--- config.mk ---
export PLATFORM = sky130hd
export DESIGN_NAME = source_char_lexer_top
export DESIGN_NICKNAME = d
export VERILOG_FILES = /design/src/rtl/scl_pkg.sv /design/src/rtl/source_char_lexer_top.sv
export SDC_FILE = /design/constraint.sdc
export NUM_CORES = 1
export LEC_CHECK = 0
export ABC_AREA = 1
export BUFFER_PORTS_ARGS = -buffer_cell sky130_fd_sc_hd__buf_4
export CAP_MARGIN = 15
export CORE_UTILIZATION = 40
export CTS_CLUSTER_DIAMETER = 50
export DETAILED_ROUTE_END_ITERATION = 10
export PLACE_DENSITY = 0.64
export RECOVER_POWER = 100
export SETUP_SLACK_MARGIN = 0.02
export SLEW_MARGIN = 25
export SYNTH_ARGS = -nofsm -noshare
export SYNTH_HDL_FRONTEND = slang
export SYNTH_SLANG_ARGS = --single-unit
--- constraint.sdc ---
create_clock -name clock -period 8.2 [get_ports clock]
set_input_delay 0.82 -clock clock [delete_from_list [all_inputs] [get_ports clock]]
set_output_delay 0.82 -clock clock [all_outputs]
set_load 0.02 [all_outputs]
--- src/rtl/scl_pkg.sv ---
// Shared types, token codes and character classing for the source character lexer.
// Pure package: no dependencies. Used by source_char_lexer_top.
`default_nettype none

package scl_pkg;

   // Field widths and sizes
   localparam int POS_BITS      = 16;
   localparam int KEYWORD_CHARS = 8;
   localparam int KIND_BITS     = 6;
   localparam int LEN_BITS      = 8;
   localparam int CHAR_BITS     = 8;
   localparam int MAX_TOKENS    = 3;
   localparam int NUM_CAND      = 6;
   localparam int CNT_BITS      = $clog2(MAX_TOKENS + 1);
   localparam int RD_BITS       = $clog2(MAX_TOKENS);
   localparam int REQ_DATA_BITS = 8;
   localparam int RSP_DATA_BITS = 32;
   localparam int RSP_PAD_BITS  = RSP_DATA_BITS - KIND_BITS - POS_BITS - LEN_BITS;

   typedef logic [KIND_BITS-1:0] kind_type;
   typedef logic [CHAR_BITS-1:0] char_type;
   typedef logic [LEN_BITS-1:0]  len_type;
   typedef logic [POS_BITS-1:0]  pos_type;
   typedef logic [KEYWORD_CHARS-1:0][CHAR_BITS-1:0] head_type;

   // One result transaction
   typedef struct packed {
      kind_type kind;
      pos_type  pos;
      len_type  len;
      logic     run_end;
   } token_type;

   // Token kinds
   localparam kind_type KIND_NUMBER   = 6'd0;
   localparam kind_type KIND_STRING   = 6'd1;
   localparam kind_type KIND_TRUE     = 6'd2;
   localparam kind_type KIND_FALSE    = 6'd3;
   localparam kind_type KIND_LPAREN   = 6'd4;
   localparam kind_type KIND_RPAREN   = 6'd5;
   localparam kind_type KIND_LBRACE   = 6'd6;
   localparam kind_type KIND_RBRACE   = 6'd7;
   localparam kind_type KIND_LBRACKET = 6'd8;
   localparam kind_type KIND_RBRACKET = 6'd9;
   localparam kind_type KIND_SEMI     = 6'd10;
   localparam kind_type KIND_DOT      = 6'd11;
   localparam kind_type KIND_IDENT    = 6'd12;
   localparam kind_type KIND_IF       = 6'd13;
   localparam kind_type KIND_ELSEIF   = 6'd14;
   localparam kind_type KIND_ELSE     = 6'd15;
   localparam kind_type KIND_FOR      = 6'd16;
   localparam kind_type KIND_WHILE    = 6'd17;
   localparam kind_type KIND_SWITCH   = 6'd18;
   localparam kind_type KIND_CASE     = 6'd19;
   localparam kind_type KIND_BREAK    = 6'd20;
   localparam kind_type KIND_CONTINUE = 6'd21;
   localparam kind_type KIND_RETURN   = 6'd22;
   localparam kind_type KIND_VAR      = 6'd23;
   localparam kind_type KIND_TYPENAME = 6'd24;
   localparam kind_type KIND_CONST    = 6'd25;
   localparam kind_type KIND_GLOBAL   = 6'd26;
   localparam kind_type KIND_ASSIGN   = 6'd27;
   localparam kind_type KIND_PLUS     = 6'd28;
   localparam kind_type KIND_MINUS    = 6'd29;
   localparam kind_type KIND_STAR     = 6'd30;
   localparam kind_type KIND_SLASH    = 6'd31;
   localparam kind_type KIND_PERCENT  = 6'd32;
   localparam kind_type KIND_PLUS_EQ  = 6'd33;
   localparam kind_type KIND_MINUS_EQ = 6'd34;
   localparam kind_type KIND_STAR_EQ  = 6'd35;
   localparam kind_type KIND_SLASH_EQ = 6'd36;
   localparam kind_type KIND_PCT_EQ   = 6'd37;
   localparam kind_type KIND_INC      = 6'd38;
   localparam kind_type KIND_DEC      = 6'd39;
   localparam kind_type KIND_EQ       = 6'd40;
   localparam kind_type KIND_NE       = 6'd41;
   localparam kind_type KIND_GT       = 6'd42;
   localparam kind_type KIND_LT       = 6'd43;
   localparam kind_type KIND_GE       = 6'd44;
   localparam kind_type KIND_LE       = 6'd45;
   localparam kind_type KIND_LAND     = 6'd46;
   localparam kind_type KIND_LOR      = 6'd47;
   localparam kind_type KIND_NOT      = 6'd48;
   localparam kind_type KIND_AND      = 6'd49;
   localparam kind_type KIND_OR       = 6'd50;
   localparam kind_type KIND_XOR      = 6'd51;
   localparam kind_type KIND_TILDE    = 6'd52;
   localparam kind_type KIND_SHL      = 6'd53;
   localparam kind_type KIND_SHR      = 6'd54;
   localparam kind_type KIND_EOF      = 6'd55;
   localparam kind_type KIND_DEFAULT  = 6'd56;
   localparam kind_type KIND_COMMA    = 6'd57;
   localparam kind_type KIND_UNKNOWN  = 6'd58;

   localparam len_type LEN_MAX = '1;

   // Saturating length increment
   function automatic len_type sat_inc(input len_type v);
      return (v == LEN_MAX) ? LEN_MAX : len_type'(v + 1'b1);
   endfunction

   function automatic logic is_quote(input char_type c);
      return (c == "\"") || (c == "'");
   endfunction

   function automatic logic is_space(input char_type c);
      return (c == " ") || ((c >= 8'd9) && (c <= 8'd13));
   endfunction

   function automatic logic is_digit(input char_type c);
      return (c >= "0") && (c <= "9");
   endfunction

   function automatic logic is_word_char(input char_type c);
      return is_digit(c) || ((c >= "a") && (c <= "z")) ||
             ((c >= "A") && (c <= "Z")) || (c == "_");
   endfunction

   // Operator characters that may open a two-character operator
   function automatic logic starts_pair(input char_type c);
      return (c == "+") || (c == "-") || (c == "*") || (c == "/") || (c == "%") ||
             (c == "=") || (c == "!") || (c == ">") || (c == "<") || (c == "&") ||
             (c == "|");
   endfunction

   function automatic kind_type single_op(input char_type c);
      kind_type k;
      unique case (c)
         "=":     k = KIND_ASSIGN;
         "+":     k = KIND_PLUS;
         "-":     k = KIND_MINUS;
         "*":     k = KIND_STAR;
         "/":     k = KIND_SLASH;
         "%":     k = KIND_PERCENT;
         ">":     k = KIND_GT;
         "<":     k = KIND_LT;
         "!":     k = KIND_NOT;
         "&":     k = KIND_AND;
         "|":     k = KIND_OR;
         "^":     k = KIND_XOR;
         "~":     k = KIND_TILDE;
         default: k = KIND_UNKNOWN;
      endcase
      return k;
   endfunction

   // Punctuation: returns hit flag in the top bit, kind below
   function automatic logic [KIND_BITS:0] punct(input char_type c);
      logic [KIND_BITS:0] r;
      unique case (c)
         "(":     r = {1'b1, KIND_LPAREN};
         ")":     r = {1'b1, KIND_RPAREN};
         "{":     r = {1'b1, KIND_LBRACE};
         "}":     r = {1'b1, KIND_RBRACE};
         "[":     r = {1'b1, KIND_LBRACKET};
         "]":     r = {1'b1, KIND_RBRACKET};
         ";":     r = {1'b1, KIND_SEMI};
         ".":     r = {1'b1, KIND_DOT};
         ",":     r = {1'b1, KIND_COMMA};
         default: r = {1'b0, KIND_UNKNOWN};
      endcase
      return r;
   endfunction

   // Two-character operator: returns hit flag in the top bit, kind below
   function automatic logic [KIND_BITS:0] pair_op(input char_type a, input char_type b);
      logic [KIND_BITS:0] r;
      r = {1'b0, KIND_UNKNOWN};
      if (b == "=") begin
         unique case (a)
            "+":     r = {1'b1, KIND_PLUS_EQ};
            "-":     r = {1'b1, KIND_MINUS_EQ};
            "*":     r = {1'b1, KIND_STAR_EQ};
            "/":     r = {1'b1, KIND_SLASH_EQ};
            "%":     r = {1'b1, KIND_PCT_EQ};
            "=":     r = {1'b1, KIND_EQ};
            "!":     r = {1'b1, KIND_NE};
            ">":     r = {1'b1, KIND_GE};
            "<":     r = {1'b1, KIND_LE};
            default: r = {1'b0, KIND_UNKNOWN};
         endcase
      end else if (a == b) begin
         unique case (a)
            "+":     r = {1'b1, KIND_INC};
            "-":     r = {1'b1, KIND_DEC};
            "&":     r = {1'b1, KIND_LAND};
            "|":     r = {1'b1, KIND_LOR};
            "<":     r = {1'b1, KIND_SHL};
            ">":     r = {1'b1, KIND_SHR};
            default: r = {1'b0, KIND_UNKNOWN};
         endcase
      end
      return r;
   endfunction

   // Compare word head against a right-justified literal of len characters
   function automatic logic kw_is(input head_type head, input len_type count,
                                  input logic [63:0] text, input int len);
      logic hit;
      hit = (count == len_type'(len)) && (len <= KEYWORD_CHARS);
      for (int i = 0; i < KEYWORD_CHARS; i++) begin
         if ((i < len) && (head[i] != text[8*(len-1-i) +: 8]))
            hit = 1'b0;
      end
      return hit;
   endfunction

   // Word classification, in priority order
   function automatic kind_type classify(input head_type head, input len_type count,
                                         input logic digits_only);
      kind_type k;
      priority if (kw_is(head, count, "var", 3))      k = KIND_VAR;
      else if (kw_is(head, count, "const", 5))        k = KIND_CONST;
      else if (kw_is(head, count, "global", 6))       k = KIND_GLOBAL;
      else if (kw_is(head, count, "number", 6) || kw_is(head, count, "string", 6) ||
               kw_is(head, count, "bool", 4))         k = KIND_TYPENAME;
      else if (digits_only && (count != '0))          k = KIND_NUMBER;
      else if (kw_is(head, count, "if", 2))           k = KIND_IF;
      else if (kw_is(head, count, "elseif", 6))       k = KIND_ELSEIF;
      else if (kw_is(head, count, "else", 4))         k = KIND_ELSE;
      else if (kw_is(head, count, "for", 3))          k = KIND_FOR;
      else if (kw_is(head, count, "while", 5))        k = KIND_WHILE;
      else if (kw_is(head, count, "switch", 6))       k = KIND_SWITCH;
      else if (kw_is(head, count, "case", 4))         k = KIND_CASE;
      else if (kw_is(head, count, "default", 7))      k = KIND_DEFAULT;
      else if (kw_is(head, count, "break", 5))        k = KIND_BREAK;
      else if (kw_is(head, count, "continue", 8))     k = KIND_CONTINUE;
      else if (kw_is(head, count, "return", 6))       k = KIND_RETURN;
      else if (kw_is(head, count, "true", 4))         k = KIND_TRUE;
      else if (kw_is(head, count, "false", 5))        k = KIND_FALSE;
      else                                            k = KIND_IDENT;
      return k;
   endfunction

endpackage

`default_nettype wire

--- src/rtl/source_char_lexer_top.sv ---
// Source character lexer: one character in, up to three tokens out per transaction.
// Depends on scl_pkg for token codes, character classing and word classification.
//
// Usage notes
//  - req channel: one character per transaction in req_tdata[7:0]; req_tlast marks
//    the last character of a source, which flushes the pending word, emits the
//    end token and returns the lexer to its reset state.
//  - rsp channel: one token per transaction: kind, position and length in rsp_tdata;
//    rsp_tlast marks the last token caused by one character.
//  - Output: the tokens of a character are registered and appear in the cycle after it is accepted.
//  - Throughput: one character per cycle while each character yields at most one
//    token and rsp_tready stays high. A character yielding more holds req_tready
//    low while the three-entry token buffer drains one token per cycle.
//  - The next character is accepted in the cycle the last buffered token leaves,
//    so the two sides never idle on each other.
//  - A stalled rsp side holds the buffered tokens steady and back-pressures req.
//  - Reset (synchronous, active high) empties the token buffer and clears the word,
//    string, held operator and position state.
`default_nettype none

module source_char_lexer_top
   import scl_pkg::*;
(
   input  wire logic                     clock,
   input  wire logic                     reset,
   input  wire logic                     req_tvalid,
   output logic                          req_tready,
   input  wire logic [REQ_DATA_BITS-1:0] req_tdata,   // [7:0] ch
   input  wire logic                     req_tlast,   // final_char
   output logic                          rsp_tvalid,
   input  wire logic                     rsp_tready,
   output logic [RSP_DATA_BITS-1:0]      rsp_tdata,   // [5:0] token_kind, [21:6] token_pos,
                                                      // [29:22] token_len, [31:30] zero
   output logic                          rsp_tlast    // run_end
);

   // Lexer state
   head_type             head_ff, head_in;
   len_type              word_count_ff, word_count_in;
   logic                 digits_ff, digits_in;
   logic                 in_quote_ff, in_quote_in;
   len_type              quote_count_ff, quote_count_in;
   logic                 held_valid_ff, held_valid_in;
   char_type             held_char_ff, held_char_in;
   pos_type              char_index_ff, char_index_in;

   // Token buffer
   token_type            res_ff [MAX_TOKENS];
   token_type            slot_in [MAX_TOKENS];
   logic [CNT_BITS-1:0]  cnt_ff, cnt_in, n_new;
   logic [RD_BITS-1:0]   rd_ff, rd_in;

   // Datapath signals
   char_type             ch;
   logic                 last, req_fire, rsp_fire;
   pos_type              pos, hpos, endp;
   logic [KIND_BITS:0]   pair_r, punct_r;
   logic                 take, quote_path, in_str, plain, other, word_ext, breaker, hold;
   len_type              count_upd, count_after;
   logic                 digits_upd;
   kind_type             word_kind;
   token_type            cand [NUM_CAND];
   logic [NUM_CAND-1:0]  cand_valid;

   assign ch       = req_tdata[CHAR_BITS-1:0];
   assign last     = req_tlast;
   assign req_fire = req_tvalid && req_tready;
   assign rsp_fire = rsp_tvalid && rsp_tready;

   // Accept when the buffer is empty or its last token leaves this cycle
   assign req_tready = (cnt_ff == '0) || ((cnt_ff == CNT_BITS'(1)) && rsp_tready);

   assign pos  = char_index_ff;
   assign hpos = pos_type'(pos - 1'b1);
   assign endp = pos_type'(pos + 1'b1);

   // Classify the incoming character against the held operator and current state
   always_comb begin
      pair_r     = pair_op(held_char_ff, ch);
      punct_r    = punct(ch);
      take       = !(held_valid_ff && pair_r[KIND_BITS]);
      quote_path = take && is_quote(ch);
      in_str     = take && !is_quote(ch) && in_quote_ff;
      plain      = take && !is_quote(ch) && !in_quote_ff;
      word_ext   = plain && is_word_char(ch);
      other      = plain && !is_space(ch) && !is_word_char(ch);
      breaker    = plain && (is_space(ch) || !is_word_char(ch));
      hold       = other && !punct_r[KIND_BITS] && starts_pair(ch) && !last;
   end

   // Extend the word with the incoming character
   always_comb begin
      for (int i = 0; i < KEYWORD_CHARS; i++)
         head_in[i] = (word_ext && (word_count_ff == len_type'(i))) ? ch : head_ff[i];
      count_upd   = word_ext ? sat_inc(word_count_ff) : word_count_ff;
      digits_upd  = digits_ff && !(word_ext && !is_digit(ch));
      count_after = breaker ? '0 : count_upd;
      word_kind   = classify(head_in, count_upd, digits_upd);
   end

   // Candidate tokens in emission order
   always_comb begin
      // held operator, paired or single
      cand_valid[0] = held_valid_ff;
      cand[0].kind  = pair_r[KIND_BITS] ? pair_r[KIND_BITS-1:0] : single_op(held_char_ff);
      cand[0].pos   = hpos;
      cand[0].len   = pair_r[KIND_BITS] ? len_type'(2) : len_type'(1);
      // closing quote ends a string
      cand_valid[1] = quote_path && in_quote_ff;
      cand[1].kind  = KIND_STRING;
      cand[1].pos   = pos;
      cand[1].len   = sat_inc(quote_count_ff);
      // word ended by whitespace or a symbol
      cand_valid[2] = breaker && (word_count_ff != '0);
      cand[2].kind  = word_kind;
      cand[2].pos   = pos;
      cand[2].len   = word_count_ff;
      // punctuation or single operator
      cand_valid[3] = other && !hold;
      cand[3].kind  = punct_r[KIND_BITS] ? punct_r[KIND_BITS-1:0] : single_op(ch);
      cand[3].pos   = pos;
      cand[3].len   = len_type'(1);
      // word flushed at end of source
      cand_valid[4] = last && (count_after != '0);
      cand[4].kind  = word_kind;
      cand[4].pos   = endp;
      cand[4].len   = count_upd;
      // end of source
      cand_valid[5] = last;
      cand[5].kind  = KIND_EOF;
      cand[5].pos   = endp;
      cand[5].len   = '0;
      for (int i = 0; i < NUM_CAND; i++)
         cand[i].run_end = 1'b0;
   end

   // Pack valid candidates into the buffer slots, dropping any beyond capacity
   always_comb begin
      n_new = '0;
      for (int k = 0; k < MAX_TOKENS; k++)
         slot_in[k] = '0;
      for (int i = 0; i < NUM_CAND; i++) begin
         if (cand_valid[i] && (n_new != CNT_BITS'(MAX_TOKENS))) begin
            slot_in[n_new[RD_BITS-1:0]] = cand[i];
            n_new = CNT_BITS'(n_new + 1'b1);
         end
      end
      if (n_new != '0)
         slot_in[RD_BITS'(n_new - 1'b1)].run_end = 1'b1;
   end

   // Next lexer state
   always_comb begin
      if (last) begin
         word_count_in  = '0;
         digits_in      = 1'b1;
         in_quote_in    = 1'b0;
         quote_count_in = '0;
         held_valid_in  = 1'b0;
         char_index_in  = '0;
      end else begin
         word_count_in  = count_after;
         digits_in      = breaker ? 1'b1 : digits_upd;
         in_quote_in    = quote_path ? !in_quote_ff : in_quote_ff;
         quote_count_in = quote_path ? (in_quote_ff ? len_type'(0) : len_type'(1)) :
                          in_str     ? sat_inc(quote_count_ff) : quote_count_ff;
         held_valid_in  = hold;
         char_index_in  = endp;
      end
      held_char_in = hold ? ch : held_char_ff;
   end

   // Buffer pointers: load on accept, advance on each delivered token
   always_comb begin
      cnt_in = cnt_ff;
      rd_in  = rd_ff;
      if (req_fire) begin
         cnt_in = n_new;
         rd_in  = '0;
      end else if (rsp_fire) begin
         cnt_in = CNT_BITS'(cnt_ff - 1'b1);
         rd_in  = RD_BITS'(rd_ff + 1'b1);
      end
   end

   // Control registers
   always_ff @(posedge clock) begin
      if (reset) begin
         word_count_ff  <= '0;
         digits_ff      <= 1'b1;
         in_quote_ff    <= 1'b0;
         quote_count_ff <= '0;
         held_valid_ff  <= 1'b0;
         char_index_ff  <= '0;
         cnt_ff         <= '0;
         rd_ff          <= '0;
      end else begin
         cnt_ff <= cnt_in;
         rd_ff  <= rd_in;
         if (req_fire) begin
            word_count_ff  <= word_count_in;
            digits_ff      <= digits_in;
            in_quote_ff    <= in_quote_in;
            quote_count_ff <= quote_count_in;
            held_valid_ff  <= held_valid_in;
            char_index_ff  <= char_index_in;
         end
      end
   end

   // Payload registers
   always_ff @(posedge clock) begin
      if (req_fire) begin
         head_ff      <= head_in;
         held_char_ff <= held_char_in;
         for (int k = 0; k < MAX_TOKENS; k++)
            res_ff[k] <= slot_in[k];
      end
   end

   // Present the token at the read pointer
   assign rsp_tvalid = (cnt_ff != '0);
   assign rsp_tdata  = {{RSP_PAD_BITS{1'b0}}, res_ff[rd_ff].len, res_ff[rd_ff].pos,
                        res_ff[rd_ff].kind};
   assign rsp_tlast  = res_ff[rd_ff].run_end;

endmodule

`default_nettype wire

# Yosys cells after proc, flatten, opt, wreduce, memory -nomap -nowiden
# Memories as Yosys holds them, arrays and structs flattened. A register that Yosys moved wholly into a read port is not among the register bits.
# Cells that the tools add are included.
[op_classes]
n_eq_ne = 122
mux = 337
n_lt_le_gt_ge = 20
n_addsub = 12
n_reduce_logical = 88
n_bitwise = 6
[op_table]
columns = ["op", "n"]
rows = [
  ["$bwmux 93", 6],
  ["$mux 93", 6],
  ["$ne 8x7->1 const B", 60],
  ["$demux 31 s2", 6],
  ["$mux 1", 259],
  ["$eq 8x6->1 const B", 28],
  ["$mux 31", 6],
  ["$pmux 6 s13", 2],
  ["$mux 8", 16],
  ["$pmux 7 s9", 2],
  ["$mux 6", 15],
  ["$eq 8x7->1 const B", 11],
  ["$eq 8x3->1 const B", 8],
  ["$logic_and 1x1->1", 45],
  ["$pmux 7 s6", 1],
  ["$eq 8x2->1 const B", 4],
  ["$reduce_bool 8->1", 3],
  ["$mux 2", 10],
  ["$logic_or 1x1->1", 19],
  ["$ge 3x3->1 const B", 6],
  ["$lt 3x1->1 const B", 6],
  ["$not 2->3", 6],
  ["$add 16x1->16 const B", 1],
  ["$add 8x1->8 const B", 2],
  ["other kinds (26)", 57],
]
[totals]
inputBits = 13
memories = 1
register_bits = 111
out_inout_bits = 35
word_cells = 603
mem_bits_rw = 93
[memory_table]
columns = ["memory", "depth", "width", "read_ports", "rd_clocked_by_memory_dff", "write_ports", "line", "rtl"]
rows = [
  ["res_ff", 3, 31, 1, 1, 3, "source_char_lexer_top.sv:48", "token_type res_ff [MAX_TOKENS];"],
]

# Depth between registers and ports, before layout
[logic_depth]
ltp_word = 195
ltp_mapped = 41
ltp_nobuf = 40

# Least setup slack after synthesis
# Ideal clock, no wire load.
[synth_path]
path_kind = "input to register"
from = "input req_tdata[1]"
to = "memory res_ff[2][17] (netlist name) (data pin)"
arrival_time_ns = 5.934
setup_slack_ns = 2.000
cell_stages = 34
path_buffers = 2
cell_sequence = "buf_2 > inv_2 > nor2_1 > nand3_1 > a21oi_1 > inv_1 > nor2_1 > inv_1 > ha_1 > nand2_1 > inv_1 > nor2_1 > nand2_1 > o21ai_0 > inv_1 > ha_1 > a21oi_1 > nand2_1 > o21ai_0 > ha_1 > nor2_1 > nand2_1 > inv_1 > nand2_4 > xor2_2 > inv_1 > ha_1 > nor2_1 > nand2_1 > nand2_2 > inv_2 > nand2_2 > buf_4 > o22ai_1"
[synth_lines]
columns = ["item", "line", "rtl"]
rows = [
  ["start: declaration", "source_char_lexer_top.sv:28", "input wire logic [REQ_DATA_BITS-1:0] req_tdata,"],
  ["end: declaration", "source_char_lexer_top.sv:48", ""],
]

==> flow_metrics.py <==
metrics = {
    "floorplan": {
        "coreArea_mm2": 0.03557,
        "die_x_um": 192.3,
        "dieHeight_um": 192.3,
        "fp.dieArea_mm2": 0.03698,
        "io_pins": 48,
        "initial_core_util_pct": 40.72,
        "core.rowCount": 69,
    },
    "logic_synthesis": {
        "synth-edff-count": 165,
        "synthAdderAreaFrac_pct": 2.246,
        "synth-compound-area-share_pct": 14.05,
        "ys.flop_type": "edfxtp_1",
        "synth_area_leader_cell": "edfxtp_1",
        "synth_cell_type_count": 61,
        "synth-xor-area-share_pct": 2.047,
        "seq_area_frac_synth_pct": 39.87,
        "async_flop_share_pct": 0,
        "syn-cell-area_mm2": 0.01449,
        "synth_area_leaders": "edfxtp_1 34%, nand2_1 13%, nor2_1 6.7%",
        "synth_top_family_by_area": "simple AND/OR/NAND/NOR gates",
        "yosys-mux-area-fraction_pct": 0,
        "syn-instance-count": 1999,
        "synth.most_common_cell": "nand2_1",
        "synth_top_area_share_pct": 34.21,
        "ys_warn_count": 0,
        "synth_common_cells": "486 x nand2_1, 258 x nor2_1, 234 x inv_1",
        "ys_seq_elements": 206,
        "yosys.area_share.simple_pct": 32.53,
        "postSynthAreaPerCell_um2": 7.246,
    },
    "run_status": {
        "violations": "max-capacitance violations, max-slew violations",
        "status": "finished with violations",
    },
    "layout": {
        "nets": 2065,
        "area_growth_pct": 9.545,
        "instances_no_fill": 2508,
        "n_antenna_cell": 0,
        "drive_gt1_share_pct": 8.403,
    },
    "sta": {
        "skew_ns": 0.02367,
        "hold_viol_final": 0,
        "maxSlewViolCount": 105,
        "min_period_ns": 7.387,
        "setup_tns_ns": 0,
        "grt_setup_unrepaired": "false",
        "setup_violations": 0,
        "tightest_slew_ns": 3.931,
        "period_share_pct": 90.08,
        "relSlewSlack_pct": -162.1,
        "whs_ns": 0.4674,
        "max_freq_mhz": 135.4,
    },
    "cts": {
        "clk_latency_ns": 0.56,
        "cts-root-buf": "clkbuf_16",
        "cts_hold_buf": 0,
        "cts_buffers": 29,
        "cts_tree": "built",
        "post_cts_buffers": 0,
        "clockBufferDepth": 3,
        "cts_sinks": 206,
        "htree_levels": 1,
        "cts_resized": 0,
        "clkTransAtPathRegs_ns": 0.06,
    },
    "power_and_ir_drop": {
        "ir_worst_vdd_mv": 0.2140,
        "leakagePower_nw": 6.703,
        "power_density_mw_per_mm2": 254.8,
    },
    "global_route": {
        "grt-busiest-layer": "met2",
        "grtUsageMet3_pct": 2.728,
        "grt_pass1_wl_mm": 72.84,
        "grt_pass1_vias": 12900,
        "overflow": 0,
        "grt_max_degree": 96,
        "grt_util_all_layers_pct": 25.40,
        "use_met2_pct": 42.29,
        "antenna_found_initial": 0,
        "grt_use_met1_pct": 34.32,
    },
    "route": {
        "routedWlPerCell_um": 18.61,
        "wl_mm": 46.66,
        "final_antenna_net_count": 0,
        "drt_iter0_drc": 1235,
        "num_vias": 13720,
        "drc_errors": 0,
        "routed_via_density": 5.469,
        "dr.pass1.iters": 6,
    },
    "setup_path": {
        "critPathLaunchType": "input port",
        "crit_path_max_fanout": 22,
        "critical_path_class": "in -> reg",
        "crit_path_end_kind": "flop",
        "reg2reg_slack_ns": 1.43,
        "slowest_delay_ns": 0.46,
        "reg2regPathDepth": 36,
        "r2r_start": "held_char_ff[3]",
        "worstReg2RegEnd": "res_ff[0][10]",
        "slowest_stage": "o21ai_0",
        "required_ns": 8.51,
        "arrival_ns": 7.70,
        "cp_common_cell": "inv_1",
    },
    "min_path": {
        "holdPathEnd": "digits_ff",
        "hold_class": "reg -> reg",
        "holdPathStages": 2,
        "worstHoldStart": "digits_ff",
    },
    "placement": {
        "hpwl_mm": 34.97,
        "dp.cells": 2456,
        "io_buffers": 45,
        "place_congestion": 0.9611,
    },
    "job": {
        "max_cap_viol_count": 2,
    },
}
[metal layers]
metal  vias to the layer above  routed length, um
met5                         -                  0
met4                         0               1436
met3                        77               2946
met2                       520              21760
met1                      6407              20520
li1                       6712                  -
[layout make-up]
cell class | instances | area, um2
fillers | 3715 | 19700
repair buffers | 52 | 251.5
flip-flops and latches | 206 | 5776
inverters | 279 | 1052
clock inverters | 21 | 214.0
well taps | 461 | 576.8
clock buffers | 31 | 733.2
multi-input cells | 1458 | 7264
[state kept, by name (all words and copies together) (netlist names), named ones only]
signal	flops
held_char_ff	8
head_ff	64
word_count_ff	8
quote_count_ff	8
digits_ff	1
cnt_ff	2
res_ff	93
char_index_ff	16
rd_ff	2
held_valid_ff	1
in_quote_ff	1
[layout by cell type (no fill, tap or decap), types with 16 or more instances in the layout]
master and n:
a21oi_1 113, nand3_1 117, ha_1 26, o21ai_0 115, clkbuf_16 29, nor2_2 18
xor2_1 29, edfxtp_1 165, clkbuf_1 39, nand2_1 498, inv_1 238, nor2_1 265
nand4_1 26, o22ai_1 52, nor3_1 49, dfxtp_1 41, inv_2 31, nand2_2 16
[where the power goes]
part	switching, mW	total [mW]	internal [mW]
combinational	0.937	1.22	0.281
sequential	0.0763	1.59	1.52
clock	0.485	1.23	0.746
total	1.50	4.04	2.54
[stage by stage]
step	worst slack, ns	power, mW	area [um2]	util, %
finish	0.8131	4.043	15870	44.61
detailed placement	0.4311	2.887	15170	42.66
global placement	0.8193	2.866	15170	42.66
CTS	1.021	4.121	16120	45.32
global route	0.1241	4.270	15870	44.61
floorplan	2.000	2.489	14490	-
[how the worst max path moves through the flow]
stage               slack (ns)             to          from  depth (start not counted)
finish                    0.81  res_ff[0][10]  req_tdata[3]                         32
global route              0.12   res_ff[0][9]  req_tdata[3]                         32
CTS                       1.02  res_ff[0][10]  req_tdata[1]                         33
detailed placement        0.43  res_ff[0][11]  req_tdata[1]                         33
global placement          0.82  res_ff[0][11]  req_tdata[1]                         33
floorplan                 2.00  res_ff[2][17]  req_tdata[1]                         34
[worst max-delay path: cells and delay by family]
kind            cells  cell delay (ns)
compound gates      5             1.34
xor+xnor            1             0.33
fa+ha+maj           4             1.03
buf+inv            10             1.78
simple gates       12             2.40
[logic make-up (layout without fill, tap and decap cells)]
logic type / Yosys count / in the layout
AND/OR/NAND/NOR: 1046 / 1046
AO/OA/AOI/OAI: 354 / 354
buffers and inverters: 336 / 383
flip-flops: 206 / 206
XOR/XNOR: 30 / 30
adder cells (fa/ha/maj): 26 / 26
other: 1 / 2
(Power assumes the default switching activity.)
